===== config.mk =====
export PLATFORM = sky130hd
export DESIGN_NAME = keyframe_aware_drop_queue_core
export DESIGN_NICKNAME = d
export VERILOG_FILES = /design/src/hw/rtl/kadq_pkg.sv /design/src/hw/rtl/kadq_desc_ram.sv /design/src/hw/rtl/keyframe_aware_drop_queue_core.sv
export SDC_FILE = /design/constraint.sdc
export NUM_CORES = 1
export LEC_CHECK = 0
export BUFFER_PORTS_ARGS = -buffer_cell sky130_fd_sc_hd__buf_4
export CORE_MARGIN = 3
export CORE_UTILIZATION = 60
export CTS_CLUSTER_SIZE = 30
export DETAILED_ROUTE_END_ITERATION = 7
export PLACE_DENSITY = 0.88
export SYNTH_ARGS = -nofsm -noshare
export SYNTH_HDL_FRONTEND = slang
export SYNTH_HIERARCHICAL = 1
export SYNTH_SLANG_ARGS = --single-unit

===== constraint.sdc =====
create_clock -name clk -period 16.85 [get_ports clk]
set_clock_uncertainty 0.2 [all_clocks]
set_input_delay 1.685 -clock clk [delete_from_list [all_inputs] [get_ports clk]]
set_output_delay 1.685 -clock clk [all_outputs]
set_load 0.05 [all_outputs]

===== src/hw/rtl/kadq_pkg.sv =====
// ----------------------------------------------------------------------------
// Keyframe-aware drop queue package
// Shared descriptor, transfer payload types and constants of the queue.
// ----------------------------------------------------------------------------
package kadq_pkg;

	localparam int QUEUE_DEPTH_DEF = 8;
	localparam logic [3:0] DEPTH_LIMIT_RST = 4'd8;

	localparam logic OP_PUSH = 1'b0;
	localparam logic OP_POP  = 1'b1;

	typedef struct packed {
		logic [31:0] id;
		logic        key;
		logic [15:0] handle;
	} desc_t;

	typedef struct packed {
		logic        op;
		logic [31:0] frame_seq;
		logic        is_keyframe;
		logic [15:0] buffer_handle;
	} in_item_t;

	typedef struct packed {
		logic        pop_valid;
		logic [31:0] out_frame_seq;
		logic        out_keyframe;
		logic [15:0] out_handle;
		logic        drop_valid;
		logic        drop_was_key;
		logic [31:0] drop_frame_seq;
		logic [15:0] drop_handle;
		logic [3:0]  occupancy;
	} out_item_t;

endpackage


===== src/hw/rtl/kadq_desc_ram.sv =====
// ----------------------------------------------------------------------------
// Descriptor store
// Single write port and one registered read port holding the queue entries.
// ----------------------------------------------------------------------------
module kadq_desc_ram
	import kadq_pkg::*;
#(
	parameter int QUEUE_DEPTH = QUEUE_DEPTH_DEF,
	localparam int AW = $clog2(QUEUE_DEPTH)
) (
	input  logic          clk,
	input  logic          wr_en,
	input  logic [AW-1:0] wr_addr,
	input  desc_t         wr_data,
	input  logic [AW-1:0] rd_addr,
	output desc_t         rd_data
);

	desc_t mem_q [QUEUE_DEPTH];
	desc_t rd_data_q;

	always_ff @(posedge clk) begin
		if (wr_en) begin
			mem_q[wr_addr] <= wr_data;
		end
		rd_data_q <= mem_q[rd_addr];
	end

	assign rd_data = rd_data_q;

endmodule


===== src/hw/rtl/keyframe_aware_drop_queue_core.sv =====
// ----------------------------------------------------------------------------
// Keyframe-aware drop queue
// Bounded descriptor FIFO; drops the oldest non-keyframe (or head) when full.
// ----------------------------------------------------------------------------
// The input channel carries one operation per transfer: a push of a frame
// descriptor or a pop of the head. The output channel returns exactly one
// result per operation, with the popped or dropped descriptor and the
// occupancy after the operation. The configuration channel is always ready
// and writes the depth limit; the user must write it only while the queue is
// idle, since the block itself does not enforce this. Entries sit in a small
// RAM with the head at address 0. A small sequencer scans the entries one per
// cycle for the oldest non-keyframe (for a pop, the head), then closes the
// gap by moving one entry per cycle through the single RAM read port. Only
// one operation is in flight at a time. A push below the limit appends;
// a pop scans and shifts, and a dropping push scans, shifts and appends; when
// every entry is a keyframe, the scan runs over all of them and drops the
// head. The finished result waits in an output register, so a new operation
// is taken while the receiver stalls; that operation completes once the
// register is free. Reset empties the queue and sets the limit to 8.
// ----------------------------------------------------------------------------
module keyframe_aware_drop_queue_core
	import kadq_pkg::*;
#(
	parameter int QUEUE_DEPTH = QUEUE_DEPTH_DEF
) (
	input  logic      clk,
	input  logic      arst_n,
	input  logic      in_valid,
	output logic      in_ready,
	input  in_item_t  in_data,
	output logic      out_valid,
	input  logic      out_ready,
	output out_item_t out_data,
	input  logic      cfg_valid,
	output logic      cfg_ready,
	input  logic [3:0] cfg_data
);

	localparam int AW = $clog2(QUEUE_DEPTH);
	localparam int CW = $clog2(QUEUE_DEPTH + 1);
	localparam int LW = (CW > 4) ? CW : 4;

	typedef enum logic [4:0] {
		ST_IDLE   = 5'b00001,
		ST_SCAN   = 5'b00010,
		ST_SHIFT  = 5'b00100,
		ST_APPEND = 5'b01000,
		ST_RESULT = 5'b10000
	} state_t;

	state_t        state_q;
	in_item_t      item_q;
	logic [CW-1:0] count_q;
	logic [3:0]    limit_q;
	logic [CW-1:0] idx_q;
	logic          chk_vld_s1;
	logic [AW-1:0] chk_idx_s1;
	logic          mv_vld_s1;
	logic [AW-1:0] mv_dst_s1;
	desc_t         head_q;
	out_item_t     res_q;
	out_item_t     out_q;
	logic          out_valid_q;

	desc_t         rd_data;
	logic          wr_en;
	logic [AW-1:0] wr_addr;
	desc_t         wr_data;

	logic [LW-1:0] lim_raw;
	logic [LW-1:0] lim_eff;
	logic          need_drop;
	logic          is_pop;
	logic          last_chk;
	logic          take_cur;
	logic          hit;
	logic [AW-1:0] hit_pos;
	desc_t         hit_desc;
	logic          out_free;
	out_item_t     res_fin;

	kadq_desc_ram #(
		.QUEUE_DEPTH(QUEUE_DEPTH)
	) u_ram (
		.clk    (clk),
		.wr_en  (wr_en),
		.wr_addr(wr_addr),
		.wr_data(wr_data),
		.rd_addr(idx_q[AW-1:0]),
		.rd_data(rd_data)
	);

	always_comb begin
		lim_raw = LW'(limit_q);
		if (lim_raw == '0) begin
			lim_eff = LW'(1);
		end else if (lim_raw > LW'(QUEUE_DEPTH)) begin
			lim_eff = LW'(QUEUE_DEPTH);
		end else begin
			lim_eff = lim_raw;
		end
		need_drop = LW'(count_q) >= lim_eff;
	end

	assign is_pop   = (item_q.op == OP_POP);
	assign last_chk = (CW'(chk_idx_s1) == CW'(count_q - CW'(1)));
	assign take_cur = is_pop || !rd_data.key || (chk_idx_s1 == '0);
	assign hit      = chk_vld_s1 && (is_pop || !rd_data.key || last_chk);
	assign hit_pos  = take_cur ? chk_idx_s1 : '0;
	assign hit_desc = take_cur ? rd_data : head_q;

	always_comb begin
		if (state_q == ST_APPEND) begin
			wr_en          = 1'b1;
			wr_addr        = count_q[AW-1:0];
			wr_data.id     = item_q.frame_seq;
			wr_data.key    = item_q.is_keyframe;
			wr_data.handle = item_q.buffer_handle;
		end else begin
			wr_en   = mv_vld_s1;
			wr_addr = mv_dst_s1;
			wr_data = rd_data;
		end
	end

	always_comb begin
		res_fin = res_q;
		res_fin.occupancy = 4'(count_q);
	end

	assign out_free  = !out_valid_q || out_ready;
	assign in_ready  = (state_q == ST_IDLE);
	assign cfg_ready = 1'b1;
	assign out_valid = out_valid_q;
	assign out_data  = out_q;

	always_ff @(posedge clk or negedge arst_n) begin
		if (!arst_n) begin
			limit_q <= DEPTH_LIMIT_RST;
		end else if (cfg_valid) begin
			limit_q <= cfg_data;
		end
	end

	always_ff @(posedge clk or negedge arst_n) begin
		if (!arst_n) begin
			out_valid_q <= 1'b0;
		end else if (state_q == ST_RESULT && out_free) begin
			out_valid_q <= 1'b1;
		end else if (out_ready) begin
			out_valid_q <= 1'b0;
		end
	end

	always_ff @(posedge clk or negedge arst_n) begin
		if (!arst_n) begin
			state_q     <= ST_IDLE;
			count_q     <= '0;
			idx_q       <= '0;
			chk_vld_s1  <= 1'b0;
			mv_vld_s1   <= 1'b0;
		end else begin
			unique case (state_q)
				ST_IDLE: begin
					if (in_valid) begin
						idx_q      <= '0;
						chk_vld_s1 <= 1'b0;
						if (in_data.op == OP_POP) begin
							state_q <= (count_q == '0) ? ST_RESULT : ST_SCAN;
						end else begin
							state_q <= need_drop ? ST_SCAN : ST_APPEND;
						end
					end
				end
				ST_SCAN: begin
					if (hit) begin
						chk_vld_s1 <= 1'b0;
						mv_vld_s1  <= 1'b0;
						idx_q      <= CW'(hit_pos) + CW'(1);
						state_q    <= ST_SHIFT;
					end else begin
						chk_vld_s1 <= (idx_q < count_q);
						if (idx_q < count_q) begin
							idx_q <= idx_q + CW'(1);
						end
					end
				end
				ST_SHIFT: begin
					if (idx_q < count_q) begin
						mv_vld_s1 <= 1'b1;
						idx_q     <= idx_q + CW'(1);
					end else begin
						mv_vld_s1 <= 1'b0;
						if (!mv_vld_s1) begin
							count_q <= count_q - CW'(1);
							state_q <= is_pop ? ST_RESULT : ST_APPEND;
						end
					end
				end
				ST_APPEND: begin
					count_q <= count_q + CW'(1);
					state_q <= ST_RESULT;
				end
				ST_RESULT: begin
					if (out_free) begin
						state_q <= ST_IDLE;
					end
				end
				default: begin
					state_q <= ST_IDLE;
				end
			endcase
		end
	end

	always_ff @(posedge clk) begin
		if (state_q == ST_IDLE && in_valid) begin
			item_q <= in_data;
			res_q  <= '0;
		end
		if (state_q == ST_SCAN) begin
			chk_idx_s1 <= idx_q[AW-1:0];
			if (chk_vld_s1 && chk_idx_s1 == '0) begin
				head_q <= rd_data;
			end
			if (hit) begin
				if (is_pop) begin
					res_q.pop_valid     <= 1'b1;
					res_q.out_frame_seq <= hit_desc.id;
					res_q.out_keyframe  <= hit_desc.key;
					res_q.out_handle    <= hit_desc.handle;
				end else begin
					res_q.drop_valid     <= 1'b1;
					res_q.drop_was_key   <= hit_desc.key;
					res_q.drop_frame_seq <= hit_desc.id;
					res_q.drop_handle    <= hit_desc.handle;
				end
			end
		end
		if (state_q == ST_SHIFT) begin
			mv_dst_s1 <= AW'(idx_q - CW'(1));
		end
		if (state_q == ST_RESULT && out_free) begin
			out_q <= res_fin;
		end
	end

endmodule


==> flow_results.xml, run 1 <==
<?xml version="1.0" encoding="UTF-8"?>
<metrics>
  <group name="routing">
    <metric name="antenna_violating_nets_post_route" unit="">0</metric>
    <metric name="post_drt_wl_per_cell" unit="um">25.6</metric>
    <metric name="detail_route.wirelength" unit="um">60200</metric>
    <metric name="firstDrtPassIters" unit="">6</metric>
    <metric name="post_drt_via_cell_ratio" unit="">6.18</metric>
    <metric name="route.vias.total" unit="">14500</metric>
    <metric name="remaining_drc_errors" unit="">0</metric>
    <metric name="first_iter_violations" unit="">1975</metric>
  </group>
  <group name="synth">
    <metric name="synth.yosys.seq_area_share" unit="%">77.5</metric>
    <metric name="post_synth_mux_area_share" unit="%">11.5</metric>
    <metric name="postSynthAreaPerCell" unit="sq um">18.5</metric>
    <metric name="post_synth_edffs" unit="">601</metric>
    <metric name="synthFlopType" unit="">sky130_fd_sc_hd__edfxtp_1</metric>
    <metric name="synthesis.instances" unit="">1501</metric>
    <metric name="post_synth_num_cell_types" unit="">56</metric>
    <metric name="synthesis.area" unit="sq um">27800</metric>
    <metric name="yosysWarnings" unit="">6</metric>
    <metric name="cell_taking_the_most_area_after_synthesis" unit="">sky130_fd_sc_hd__edfxtp_1</metric>
    <metric name="synthSimpleGateAreaFrac" unit="%">4.33</metric>
    <metric name="synth_top_family_by_area" unit="">multiplexers</metric>
    <metric name="synthArstFlopShare" unit="%">2.60</metric>
    <metric name="yosys.area_share.xor_xnor" unit="%">0.401</metric>
    <metric name="ys_top_cells_by_area" unit="">sky130_fd_sc_hd__edfxtp_1, sky130_fd_sc_hd__dfxtp_1, sky130_fd_sc_hd__mux4_2</metric>
    <metric name="flip_flop_and_latch_count_after_synthesis" unit="">770</metric>
    <metric name="yosys.area_share.adder" unit="%">0.541</metric>
    <metric name="syn-num-nets" unit="">1572</metric>
    <metric name="compound_gate_fraction_of_synth_area" unit="%">4.04</metric>
    <metric name="yosysTopAreaCellShare" unit="%">65.0</metric>
  </group>
  <group name="cells_and_area">
    <metric name="layout.cells.most_common" unit="">sky130_fd_sc_hd__edfxtp_1</metric>
    <metric name="area_growth_syn_to_layout" unit="%">15.5</metric>
    <metric name="fill_cells" unit="">2508</metric>
    <metric name="sequential_cell_area" unit="sq um">21500</metric>
    <metric name="insertedDiodeCount" unit="">0</metric>
    <metric name="final_nets" unit="">1761</metric>
    <metric name="multiInputGateArea" unit="sq um">5890</metric>
    <metric name="most-common-layout-cells" unit="">sky130_fd_sc_hd__edfxtp_1, sky130_fd_sc_hd__nand2_1, sky130_fd_sc_hd__buf_4</metric>
    <metric name="post_route_cells_drive_above_1_share" unit="%">28.4</metric>
  </group>
  <group name="grt">
    <metric name="antenna_found_initial" unit="">0</metric>
    <metric name="grt_util_met1" unit="%">33.0</metric>
    <metric name="grt_max_degree" unit="">80</metric>
    <metric name="grt-ovfl-total" unit="">0</metric>
    <metric name="grt.busiest_layer" unit="">met2</metric>
    <metric name="met2_usage" unit="%">39.6</metric>
    <metric name="gr-usage-met3" unit="%">5.33</metric>
    <metric name="groute.usage.overall" unit="%">24.8</metric>
    <metric name="first_pass_grt_wire_length" unit="um">92300</metric>
    <metric name="first_global_vias" unit="">15200</metric>
  </group>
  <group name="power_and_ir_drop">
    <metric name="power.leakage" unit="nW">11.1</metric>
    <metric name="powerDensity" unit="nW/um^2">161</metric>
    <metric name="irDropWorstVdd" unit="V">0.0000998</metric>
  </group>
  <group name="clocking">
    <metric name="postCtsSetupRepairBufs" unit="">0</metric>
    <metric name="cts_root_buf" unit="">sky130_fd_sc_hd__clkbuf_16</metric>
    <metric name="cts-resized-gates" unit="">0</metric>
    <metric name="source_to_sink_clock_delay_at_the_later_pin_of_the_worst_skew_pair" unit="ns">0.60</metric>
    <metric name="clock_pin_slew_on_the_worst_setup_and_hold_paths" unit="ns">0.06</metric>
    <metric name="clock_sinks" unit="">770</metric>
    <metric name="tritoncts.num_buffers" unit="">71</metric>
    <metric name="cts.path.max_buffers" unit="">3</metric>
    <metric name="ctsHoldBuffers" unit="">0</metric>
    <metric name="cts-htree-levels" unit="">3</metric>
    <metric name="cts_tree" unit="">built</metric>
  </group>
  <group name="placement">
    <metric name="place_hpwl" unit="um">32600</metric>
    <metric name="port-buffer-count" unit="">164</metric>
    <metric name="gp_congestion" unit="">0.815</metric>
  </group>
  <group name="setup_path">
    <metric name="critical_path.startpoint" unit="">state_q[1]$_DFFE_PN0P_</metric>
    <metric name="worst_r2r_startpoint" unit="">state_q[1]$_DFFE_PN0P_</metric>
    <metric name="setup.worst_path.start_class" unit="">flip-flop</metric>
    <metric name="cp-endpoint" unit="">u_ram/mem_q[7][32]$_DFFE_PP_</metric>
    <metric name="crit_arrival" unit="ns">3.87</metric>
    <metric name="critical_path.reg2reg.endpoint" unit="">u_ram/mem_q[7][32]$_DFFE_PP_</metric>
    <metric name="timing.critical_path.to_type" unit="">flip-flop</metric>
    <metric name="crit_type" unit="">reg -&gt; reg</metric>
    <metric name="worstPathMaxFanout" unit="">59</metric>
    <metric name="worstRegToRegCells" unit="">7</metric>
    <metric name="required_time_of_the_worst_setup_path" unit="ns">16.84</metric>
    <metric name="worst-r2r-setup-slack" unit="ns">12.98</metric>
  </group>
  <group name="timing">
    <metric name="final-hold-violation-count" unit="">0</metric>
    <metric name="worstMarginPinSlew" unit="ns">1.30</metric>
    <metric name="rsz0062_at_grt" unit="">no</metric>
    <metric name="timing.final.crit_period" unit="ns">3.87</metric>
    <metric name="worst_hold_slack" unit="ns">0.231</metric>
    <metric name="timing.slew.headroom" unit="%">13.0</metric>
    <metric name="tns" unit="ns">0</metric>
    <metric name="timing.final.max_slew_violations" unit="">0</metric>
    <metric name="timing.final.crit_share" unit="%">23.0</metric>
    <metric name="setup_viol_count_final" unit="">0</metric>
    <metric name="maximum_achievable_frequency" unit="GHz">0.258</metric>
  </group>
  <group name="min_path">
    <metric name="holdCritPathClass" unit="">reg -&gt; reg</metric>
    <metric name="whs_path_depth" unit="">0</metric>
  </group>
  <group name="floorplan">
    <metric name="floorplan.rows" unit="">78</metric>
    <metric name="boundaryPins" unit="">166</metric>
    <metric name="die_width" unit="um">221</metric>
    <metric name="dieArea" unit="sq um">48900</metric>
    <metric name="die_height" unit="um">221</metric>
    <metric name="floorplan.initialDensity" unit="%">60.9</metric>
    <metric name="core_area" unit="sq um">45600</metric>
  </group>
  <group name="job">
    <metric name="max_cap_viol_count" unit="">0</metric>
  </group>
  <group name="run_status">
    <metric name="outcome" unit="">finished clean</metric>
  </group>
</metrics>
-- sequential cells by signal, indices dropped and copies added (netlist names), 3 cells and up --
name           flops
u_ram/mem_q      392
idx_q              4
state_q            5
mv_dst_s1          3
head_q            49
out_data         104
item_q            49
count_q            4
chk_idx_s1         3
lim_raw            4
res_fin          100
u_ram/rd_data     49
-- cell type report --
cell class	count	area share, %
Tap cell	600	2.34
Sequential cell	770	67.2
Clock buffer	96	6.61
Clock inverter	36	1.06
Inverter	15	0.176
Timing Repair Buffer	184	4.31
Multi-Input combinational cell	648	18.4
-- power breakdown --
part,leakage [nW],switching (mW),internal (mW)
clock,1.22,0.683,0.979
sequential,6.94,0.164,2.44
combinational,2.90,0.597,0.288
total,11.1,1.44,3.71
-- cell usage after synthesis, types with 12 or more instances --
master / n
sky130_fd_sc_hd__mux2i_1: 41
sky130_fd_sc_hd__nor2_1: 18
sky130_fd_sc_hd__a22o_1: 20
sky130_fd_sc_hd__edfxtp_1: 601
sky130_fd_sc_hd__dfrtp_1: 18
sky130_fd_sc_hd__ha_1: 12
sky130_fd_sc_hd__o2bb2ai_2: 19
sky130_fd_sc_hd__nand2_1: 228
sky130_fd_sc_hd__clkbuf_1: 33
sky130_fd_sc_hd__o21ai_0: 50
sky130_fd_sc_hd__inv_1: 14
sky130_fd_sc_hd__mux4_2: 98
sky130_fd_sc_hd__mux2_2: 52
sky130_fd_sc_hd__buf_2: 20
sky130_fd_sc_hd__dfxtp_1: 149
sky130_fd_sc_hd__o2bb2ai_1: 23
sky130_fd_sc_hd__a21oi_1: 13
-- metrics by stage --
step                setup WS, ns  area (sq um)  total power [mW]  utilization [%]  instances
floorplan                   9.30         27800              3.19                -       1501
global placement           12.86         29600              3.43             65.0       2217
detailed placement         12.68         29600              3.50             65.0       2217
CTS                        13.07         32100              5.16             70.4       2349
global route               12.86         32100              5.33             70.4       2349
finish                     12.98         32100              5.16             70.4       2349
-- routing by layer --
| metal | up-vias | wire, um |
|---|---|---|
| met1 | 7248 | 22700 |
| met4 | 0 | 2380 |
| met2 | 939 | 29500 |
| li1 | 6172 | - |
| met3 | 166 | 5590 |
| met5 | - | 0 |
-- critical path: stages, from the launching register on --
cell,delay (ns)
sky130_fd_sc_hd__dfrtp_1,0.40
sky130_fd_sc_hd__nor3_1,0.34
sky130_fd_sc_hd__nand3b_1,0.13
sky130_fd_sc_hd__buf_4,0.41
sky130_fd_sc_hd__o21ai_0,0.75
sky130_fd_sc_hd__nand2_1,0.30
sky130_fd_sc_hd__nor2_4,0.16
sky130_fd_sc_hd__buf_4,0.71
-- cell families (layout without fill, tap and decap cells) --
logic type               count (synthesis)  count (layout)
AO/OA/AOI/OAI                          143             143
XOR/XNOR                                11              11
adder cells (fa/ha/maj)                 12              12
buffers and inverters                   83             331
flip-flops                             770             770
multiplexers                           191             191
other                                    1               1
AND/OR/NAND/NOR                        290             290
-- how the worst min path moves through the flow --
stage | slack, ns | start | to
after global placement | 0.22 | res_fin[85]$_DFF_P_ | out_data[85]$_DFFE_PP_
after floorplan | 0.21 | res_fin[103]$_DFF_P_ | out_data[103]$_DFFE_PP_
final | 0.23 | res_fin[75]$_DFF_P_ | out_data[75]$_DFFE_PP_
after detailed placement | 0.21 | res_fin[56]$_DFF_P_ | out_data[56]$_DFFE_PP_
after global routing | 0.24 | res_fin[56]$_DFF_P_ | out_data[56]$_DFFE_PP_
after CTS | 0.23 | res_fin[56]$_DFF_P_ | out_data[56]$_DFFE_PP_
Note: power is estimated with default switching activity, not from simulation.
==> inputs of run 2 (changes only) <==
- clock period: 16.85 -> 4 ns (I/O delays scaled with it)
==> run 2 against run 1 <==
Compared with the run above: final area up 2.3%; die area unchanged; largest power group unchanged; wire length up 4.4%; first-iteration DRC count down 1.6%; worst setup slack worse by 12 ns; largest cell class unchanged; count of clock-buffer cells in the layout up 10.
==> flow_results.xml, run 2 (same netlist as run 1, synthesis figures left out) <==
<?xml version="1.0" encoding="UTF-8"?>
<metrics>
  <group name="setup_path">
    <metric name="crit_arrival" unit="ns">3.68</metric>
    <metric name="timing.critical_path.to_type" unit="">flip-flop</metric>
    <metric name="setup.worst_path.start_class" unit="">flip-flop</metric>
    <metric name="crit_type" unit="">reg -&gt; reg</metric>
    <metric name="worstPathMaxFanout" unit="">42</metric>
    <metric name="required_time_of_the_worst_setup_path" unit="ns">4.30</metric>
  </group>
  <group name="timing">
    <metric name="timing.slew.headroom" unit="%">26.1</metric>
    <metric name="setup_viol_count_final" unit="">0</metric>
    <metric name="worstMarginPinSlew" unit="ns">1.11</metric>
    <metric name="final-hold-violation-count" unit="">0</metric>
    <metric name="timing.final.crit_period" unit="ns">3.38</metric>
    <metric name="tns" unit="ns">0</metric>
    <metric name="timing.final.max_slew_violations" unit="">0</metric>
    <metric name="worst_hold_slack" unit="ns">0.0333</metric>
    <metric name="timing.final.crit_share" unit="%">84.5</metric>
    <metric name="rsz0062_at_grt" unit="">no</metric>
    <metric name="maximum_achievable_frequency" unit="GHz">0.296</metric>
  </group>
  <group name="floorplan">
    <metric name="die_height" unit="um">221</metric>
    <metric name="floorplan.initialDensity" unit="%">60.9</metric>
    <metric name="boundaryPins" unit="">166</metric>
    <metric name="die_width" unit="um">221</metric>
    <metric name="core_area" unit="sq um">45600</metric>
    <metric name="floorplan.rows" unit="">78</metric>
    <metric name="dieArea" unit="sq um">48900</metric>
  </group>
  <group name="job">
    <metric name="max_cap_viol_count" unit="">0</metric>
  </group>
  <group name="clocking">
    <metric name="cts-htree-levels" unit="">3</metric>
    <metric name="tritoncts.num_buffers" unit="">70</metric>
    <metric name="cts_root_buf" unit="">sky130_fd_sc_hd__clkbuf_16</metric>
    <metric name="cts-resized-gates" unit="">0</metric>
    <metric name="clock_sinks" unit="">770</metric>
    <metric name="clock_pin_slew_on_the_worst_setup_and_hold_paths" unit="ns">0.06</metric>
    <metric name="source_to_sink_clock_delay_at_the_later_pin_of_the_worst_skew_pair" unit="ns">0.61</metric>
    <metric name="cts_tree" unit="">built</metric>
    <metric name="cts.path.max_buffers" unit="">3</metric>
  </group>
  <group name="cells_and_area">
    <metric name="fill_cells" unit="">2411</metric>
    <metric name="area_growth_syn_to_layout" unit="%">18.1</metric>
    <metric name="post_route_cells_drive_above_1_share" unit="%">27.1</metric>
    <metric name="insertedDiodeCount" unit="">0</metric>
    <metric name="largest-register" unit="">u_ram/mem_q</metric>
    <metric name="final_nets" unit="">1830</metric>
    <metric name="max_reg_flops" unit="">392</metric>
    <metric name="post_layout_instance_count_excluding_filler_cells" unit="">2417</metric>
    <metric name="layout.cells.most_common" unit="">sky130_fd_sc_hd__edfxtp_1</metric>
    <metric name="most-common-layout-cells" unit="">sky130_fd_sc_hd__edfxtp_1, sky130_fd_sc_hd__nand2_1, sky130_fd_sc_hd__buf_4</metric>
  </group>
  <group name="grt">
    <metric name="first_pass_grt_wire_length" unit="um">96600</metric>
    <metric name="grt_max_degree" unit="">105</metric>
    <metric name="first_global_vias" unit="">15400</metric>
    <metric name="grt-ovfl-total" unit="">0</metric>
    <metric name="groute.usage.overall" unit="%">25.8</metric>
    <metric name="antenna_found_initial" unit="">0</metric>
  </group>
  <group name="run_status">
    <metric name="outcome" unit="">finished clean</metric>
  </group>
  <group name="routing">
    <metric name="firstDrtPassIters" unit="">5</metric>
    <metric name="remaining_drc_errors" unit="">0</metric>
    <metric name="antenna_violating_nets_post_route" unit="">0</metric>
    <metric name="first_iter_violations" unit="">1943</metric>
    <metric name="route.vias.total" unit="">14900</metric>
    <metric name="post_drt_wl_per_cell" unit="um">26.0</metric>
    <metric name="post_drt_via_cell_ratio" unit="">6.18</metric>
    <metric name="detail_route.wirelength" unit="um">62900</metric>
  </group>
  <group name="placement">
    <metric name="port-buffer-count" unit="">164</metric>
    <metric name="gp_congestion" unit="">0.844</metric>
    <metric name="place_inst" unit="">2229</metric>
    <metric name="place_hpwl" unit="um">35200</metric>
  </group>
  <group name="power_and_ir_drop">
    <metric name="fin_total_pwr" unit="mW">21.8</metric>
    <metric name="irDropWorstVdd" unit="V">0.000452</metric>
    <metric name="powerDensity" unit="nW/um^2">665</metric>
    <metric name="power.leakage" unit="nW">11.3</metric>
  </group>
  <group name="min_path">
    <metric name="holdCritPathClass" unit="">in -&gt; async</metric>
  </group>
</metrics>
run 2: cell types whose count changed in the layout (fill, tap and decap cells not counted), sizes merged:
| cell | previous run | this run |
|---|---|---|
| buf | 184 | 196 |
| bufinv | 6 | 5 |
| clkbuf | 96 | 106 |
| clkinv | 24 | 14 |
| dlygate4sd3 | 0 | 58 |
| inv | 18 | 17 |
run 2: power by group:
part | leakage (nW) | switching, mW | total (mW) | internal [mW]
Clock | 1.14 | 2.89 | 6.84 | 3.96
Combinational | 3.24 | 2.68 | 4.00 | 1.32
Sequential | 6.94 | 0.678 | 11.0 | 10.3
Total | 11.3 | 6.24 | 21.8 | 15.6
run 2: final timing paths:
path	start	endpoint	slack [ns]	depth (start not counted)
worst max-delay path	count_q[0]$_DFFE_PN0P_	res_fin[16]$_DFF_P_	0.62	7
worst min register to register	res_fin[84]$_DFF_P_	out_data[84]$_DFFE_PP_	0.23	0
min in group clk	res_fin[84]$_DFF_P_	out_data[84]$_DFFE_PP_	0.23	0
max in group asynchronous	arst_n	state_q[0]$_DFFE_PN1P_	3.29	2
worst max register to register	count_q[0]$_DFFE_PN0P_	res_fin[16]$_DFF_P_	0.62	7
worst min-delay path	arst_n	lim_raw[2]$_DFFE_PN0P_	0.03	2
run 2: what timing repair did:
action | CTS | global route
buffers inserted | 0 | 0
hold buffers | 58 | 0
endpoints found under the hold margin | 78 | 0
run 2: cell type report:
| cell class | count | area [sq um] | area share, % |
|---|---|---|---|
| Multi-Input combinational cell | 648 | 5900 | 18.0 |
| Inverter | 15 | 56.3 | 0.172 |
| Clock inverter | 24 | 269 | 0.820 |
| Tap cell | 600 | 751 | 2.29 |
| Sequential cell | 770 | 21500 | 65.7 |
| Clock buffer | 106 | 2090 | 6.36 |
| Timing Repair Buffer | 254 | 2200 | 6.71 |
run 2: critical path, stage by stage (launching register included):
cell	delay, ns
sky130_fd_sc_hd__dfrtp_1	0.47
sky130_fd_sc_hd__inv_1	0.17
sky130_fd_sc_hd__ha_1	0.27
sky130_fd_sc_hd__xor3_1	0.37
sky130_fd_sc_hd__nor3_2	0.26
sky130_fd_sc_hd__a21oi_1	0.17
sky130_fd_sc_hd__or3_2	0.91
sky130_fd_sc_hd__o2bb2ai_1	0.43
run 2: metrics by stage:
step | area (sq um) | worst slack, ns | utilization, %
finish | 32800 | 0.622 | 72.0
global route | 32800 | 0.477 | 72.0
CTS | 32800 | 0.710 | 72.0
detailed placement | 29900 | 0.795 | 65.5
global placement | 29900 | 0.935 | 65.5
floorplan | 27800 | -0.337 | -
run 2: routing by layer:
metal  vias up  track usage [%]  share of wire [%]
li1       6317                -                  -
met1      7546             35.2                 38
met2       912             42.3                 50
met3       160             4.97                8.7
met4         0             9.62                3.4
met5         -                0                  0
==> inputs of run 3 (changes only) <==
- clock period: 4 -> 3.2 ns (I/O delays scaled with it)
==> run 3 against run 2 <==
Compared with the run above: via count is 1.3% higher; final cell count is 0.70% higher; global-route usage is 1.3 points higher; clock power is 28% higher; final area is 0.70% higher; worst setup slack worse by 0.49 ns; die area stayed put; critical endpoint is now res_fin[19]$_DFF_P_.
==> flow_results.xml, run 3 (same netlist as run 1, synthesis figures left out) <==
<?xml version="1.0" encoding="UTF-8"?>
<metrics>
  <group name="cells_and_area">
    <metric name="layout.cell_area.non_filler" unit="sq um">33000</metric>
    <metric name="area_growth_syn_to_layout" unit="%">19.0</metric>
    <metric name="post_layout_instance_count_excluding_filler_cells" unit="">2434</metric>
    <metric name="most-common-layout-cells" unit="">sky130_fd_sc_hd__edfxtp_1, sky130_fd_sc_hd__nand2_1, sky130_fd_sc_hd__buf_4</metric>
    <metric name="layout.cells.most_common" unit="">sky130_fd_sc_hd__edfxtp_1</metric>
    <metric name="max_reg_flops" unit="">392</metric>
    <metric name="post_route_cells_drive_above_1_share" unit="%">28.0</metric>
    <metric name="final_nets" unit="">1846</metric>
    <metric name="largest-register" unit="">u_ram/mem_q</metric>
    <metric name="insertedDiodeCount" unit="">0</metric>
  </group>
  <group name="job">
    <metric name="max_cap_viol_count" unit="">0</metric>
  </group>
  <group name="floorplan">
    <metric name="floorplan.initialDensity" unit="%">60.9</metric>
    <metric name="die_width" unit="um">221</metric>
    <metric name="die_height" unit="um">221</metric>
    <metric name="core_area" unit="sq um">45600</metric>
    <metric name="boundaryPins" unit="">166</metric>
    <metric name="floorplan.rows" unit="">78</metric>
    <metric name="dieArea" unit="sq um">48900</metric>
  </group>
  <group name="clocking">
    <metric name="tritoncts.num_buffers" unit="">71</metric>
    <metric name="cts.path.max_buffers" unit="">3</metric>
    <metric name="clock_pin_slew_on_the_worst_setup_and_hold_paths" unit="ns">0.07</metric>
    <metric name="cts-htree-levels" unit="">3</metric>
    <metric name="cts_root_buf" unit="">sky130_fd_sc_hd__clkbuf_16</metric>
    <metric name="source_to_sink_clock_delay_at_the_later_pin_of_the_worst_skew_pair" unit="ns">0.60</metric>
    <metric name="cts_tree" unit="">built</metric>
    <metric name="clock_sinks" unit="">770</metric>
  </group>
  <group name="timing">
    <metric name="worstMarginPinSlew" unit="ns">1.30</metric>
    <metric name="timing.slew.headroom" unit="%">13.0</metric>
    <metric name="timing.final.max_slew_violations" unit="">0</metric>
    <metric name="rsz0062_at_grt" unit="">no</metric>
    <metric name="timing.final.crit_period" unit="ns">3.07</metric>
    <metric name="timing.final.crit_share" unit="%">95.8</metric>
    <metric name="final-hold-violation-count" unit="">0</metric>
    <metric name="setup_viol_count_final" unit="">0</metric>
    <metric name="maximum_achievable_frequency" unit="GHz">0.326</metric>
  </group>
  <group name="power_and_ir_drop">
    <metric name="power.leakage" unit="nW">11.4</metric>
    <metric name="powerDensity" unit="nW/um^2">836</metric>
    <metric name="irDropWorstVdd" unit="V">0.000504</metric>
  </group>
  <group name="routing">
    <metric name="route.vias.total" unit="">15100</metric>
    <metric name="post_drt_wl_per_cell" unit="um">27.3</metric>
    <metric name="antenna_violating_nets_post_route" unit="">0</metric>
    <metric name="firstDrtPassIters" unit="">6</metric>
    <metric name="detail_route.wirelength" unit="um">66400</metric>
    <metric name="post_drt_via_cell_ratio" unit="">6.21</metric>
    <metric name="first_iter_violations" unit="">2165</metric>
    <metric name="remaining_drc_errors" unit="">0</metric>
  </group>
  <group name="placement">
    <metric name="place_inst" unit="">2238</metric>
    <metric name="postPlaceCellArea" unit="sq um">30000</metric>
    <metric name="place_hpwl" unit="um">34500</metric>
    <metric name="port-buffer-count" unit="">164</metric>
    <metric name="gp_congestion" unit="">0.836</metric>
  </group>
  <group name="setup_path">
    <metric name="worstRegToRegCells" unit="">8</metric>
    <metric name="required_time_of_the_worst_setup_path" unit="ns">3.50</metric>
    <metric name="critical_path.startpoint" unit="">count_q[0]$_DFFE_PN0P_</metric>
    <metric name="critical_path.reg2reg.endpoint" unit="">res_fin[19]$_DFF_P_</metric>
    <metric name="crit_type" unit="">reg -&gt; reg</metric>
    <metric name="setup.worst_path.start_class" unit="">flip-flop</metric>
    <metric name="crit_arrival" unit="ns">3.36</metric>
    <metric name="worst-r2r-setup-slack" unit="ns">0.13</metric>
    <metric name="worst_r2r_startpoint" unit="">count_q[0]$_DFFE_PN0P_</metric>
    <metric name="worstPathMaxFanout" unit="">42</metric>
    <metric name="cp-endpoint" unit="">res_fin[19]$_DFF_P_</metric>
    <metric name="timing.critical_path.to_type" unit="">flip-flop</metric>
  </group>
  <group name="min_path">
    <metric name="hold_start" unit="">res_fin[55]$_DFF_P_</metric>
    <metric name="holdCritPathClass" unit="">reg -&gt; reg</metric>
  </group>
  <group name="grt">
    <metric name="grt-ovfl-total" unit="">0</metric>
    <metric name="antenna_found_initial" unit="">1</metric>
    <metric name="first_pass_grt_wire_length" unit="um">100000</metric>
    <metric name="groute.usage.overall" unit="%">27.1</metric>
    <metric name="first_global_vias" unit="">15900</metric>
    <metric name="grt_max_degree" unit="">104</metric>
  </group>
  <group name="run_status">
    <metric name="outcome" unit="">finished clean</metric>
  </group>
</metrics>
[run 3: area by class of cell]
cell class / count / area (sq um)
flip-flops and latches: 770 / 21500
fillers: 2411 / 12500
multi-input cells: 649 / 5910
repair buffers: 268 / 2340
clock buffers: 103 / 2120
well taps: 600 / 751
clock inverters: 29 / 314
inverters: 15 / 60.1
[run 3: repair_timing]
action | in CTS | in global routing
hold endpoints to repair | 80 | 0
buffers inserted | 0 | 3
hold buffers | 60 | 0
gates resized for setup | 0 | 2
endpoints found under the setup margin | 0 | 344
[run 3: stage by stage]
stage	setup TNS, ns	setup slack (ns)	hold WS [ns]	util (%)	total power [mW]
floorplan	-342.47	-1.07	-0.176	-	16.8
global placement	0	0.356	0.0148	65.7	18.2
detailed placement	0	0.144	0.0173	65.7	18.5
CTS	0	0.0463	0.212	72.4	27.4
global route	0	0.0267	0.234	72.5	28.5
finish	0	0.135	0.236	72.5	27.6
[run 3: power breakdown]
part / switching, mW / internal [mW]
Combinational: 3.43 / 1.69
Sequential: 0.864 / 12.9
Clock: 3.67 / 5.12
[run 3: how the worst min path moves through the flow]
stage / end / slack [ns] / cells past startpoint
finish: out_data[55]$_DFFE_PP_ / 0.24 / 0
global route: item_q[31]$_DFFE_PP_ / 0.23 / 2
CTS: item_q[37]$_DFFE_PP_ / 0.21 / 2
detailed placement: lim_raw[1]$_DFFE_PN0P_ / 0.02 / 1
global placement: lim_raw[0]$_DFFE_PN0P_ / 0.01 / 1
floorplan: chk_vld_s1$_DFFE_PN0P_ / -0.18 / 0
[run 3: worst max-delay path: stages (launching register included)]
cell                        delay [ns]
sky130_fd_sc_hd__dfrtp_1          0.46
sky130_fd_sc_hd__inv_1            0.17
sky130_fd_sc_hd__ha_1             0.29
sky130_fd_sc_hd__xor3_1           0.38
sky130_fd_sc_hd__nor3_2           0.28
sky130_fd_sc_hd__a21oi_1          0.15
sky130_fd_sc_hd__or3_2            0.45
sky130_fd_sc_hd__buf_6            0.26
sky130_fd_sc_hd__o2bb2ai_1        0.28
[run 3: metal layers]
| metal | up-vias | global-route usage [%] | part of all wire, % |
|---|---|---|---|
| met2 | 1015 | 45.6 | 51 |
| met5 | - | 0 | 0 |
| met3 | 175 | 5.39 | 9.6 |
| li1 | 6338 | - | - |
| met4 | 0 | 10.0 | 3.2 |
| met1 | 7596 | 35.8 | 36 |
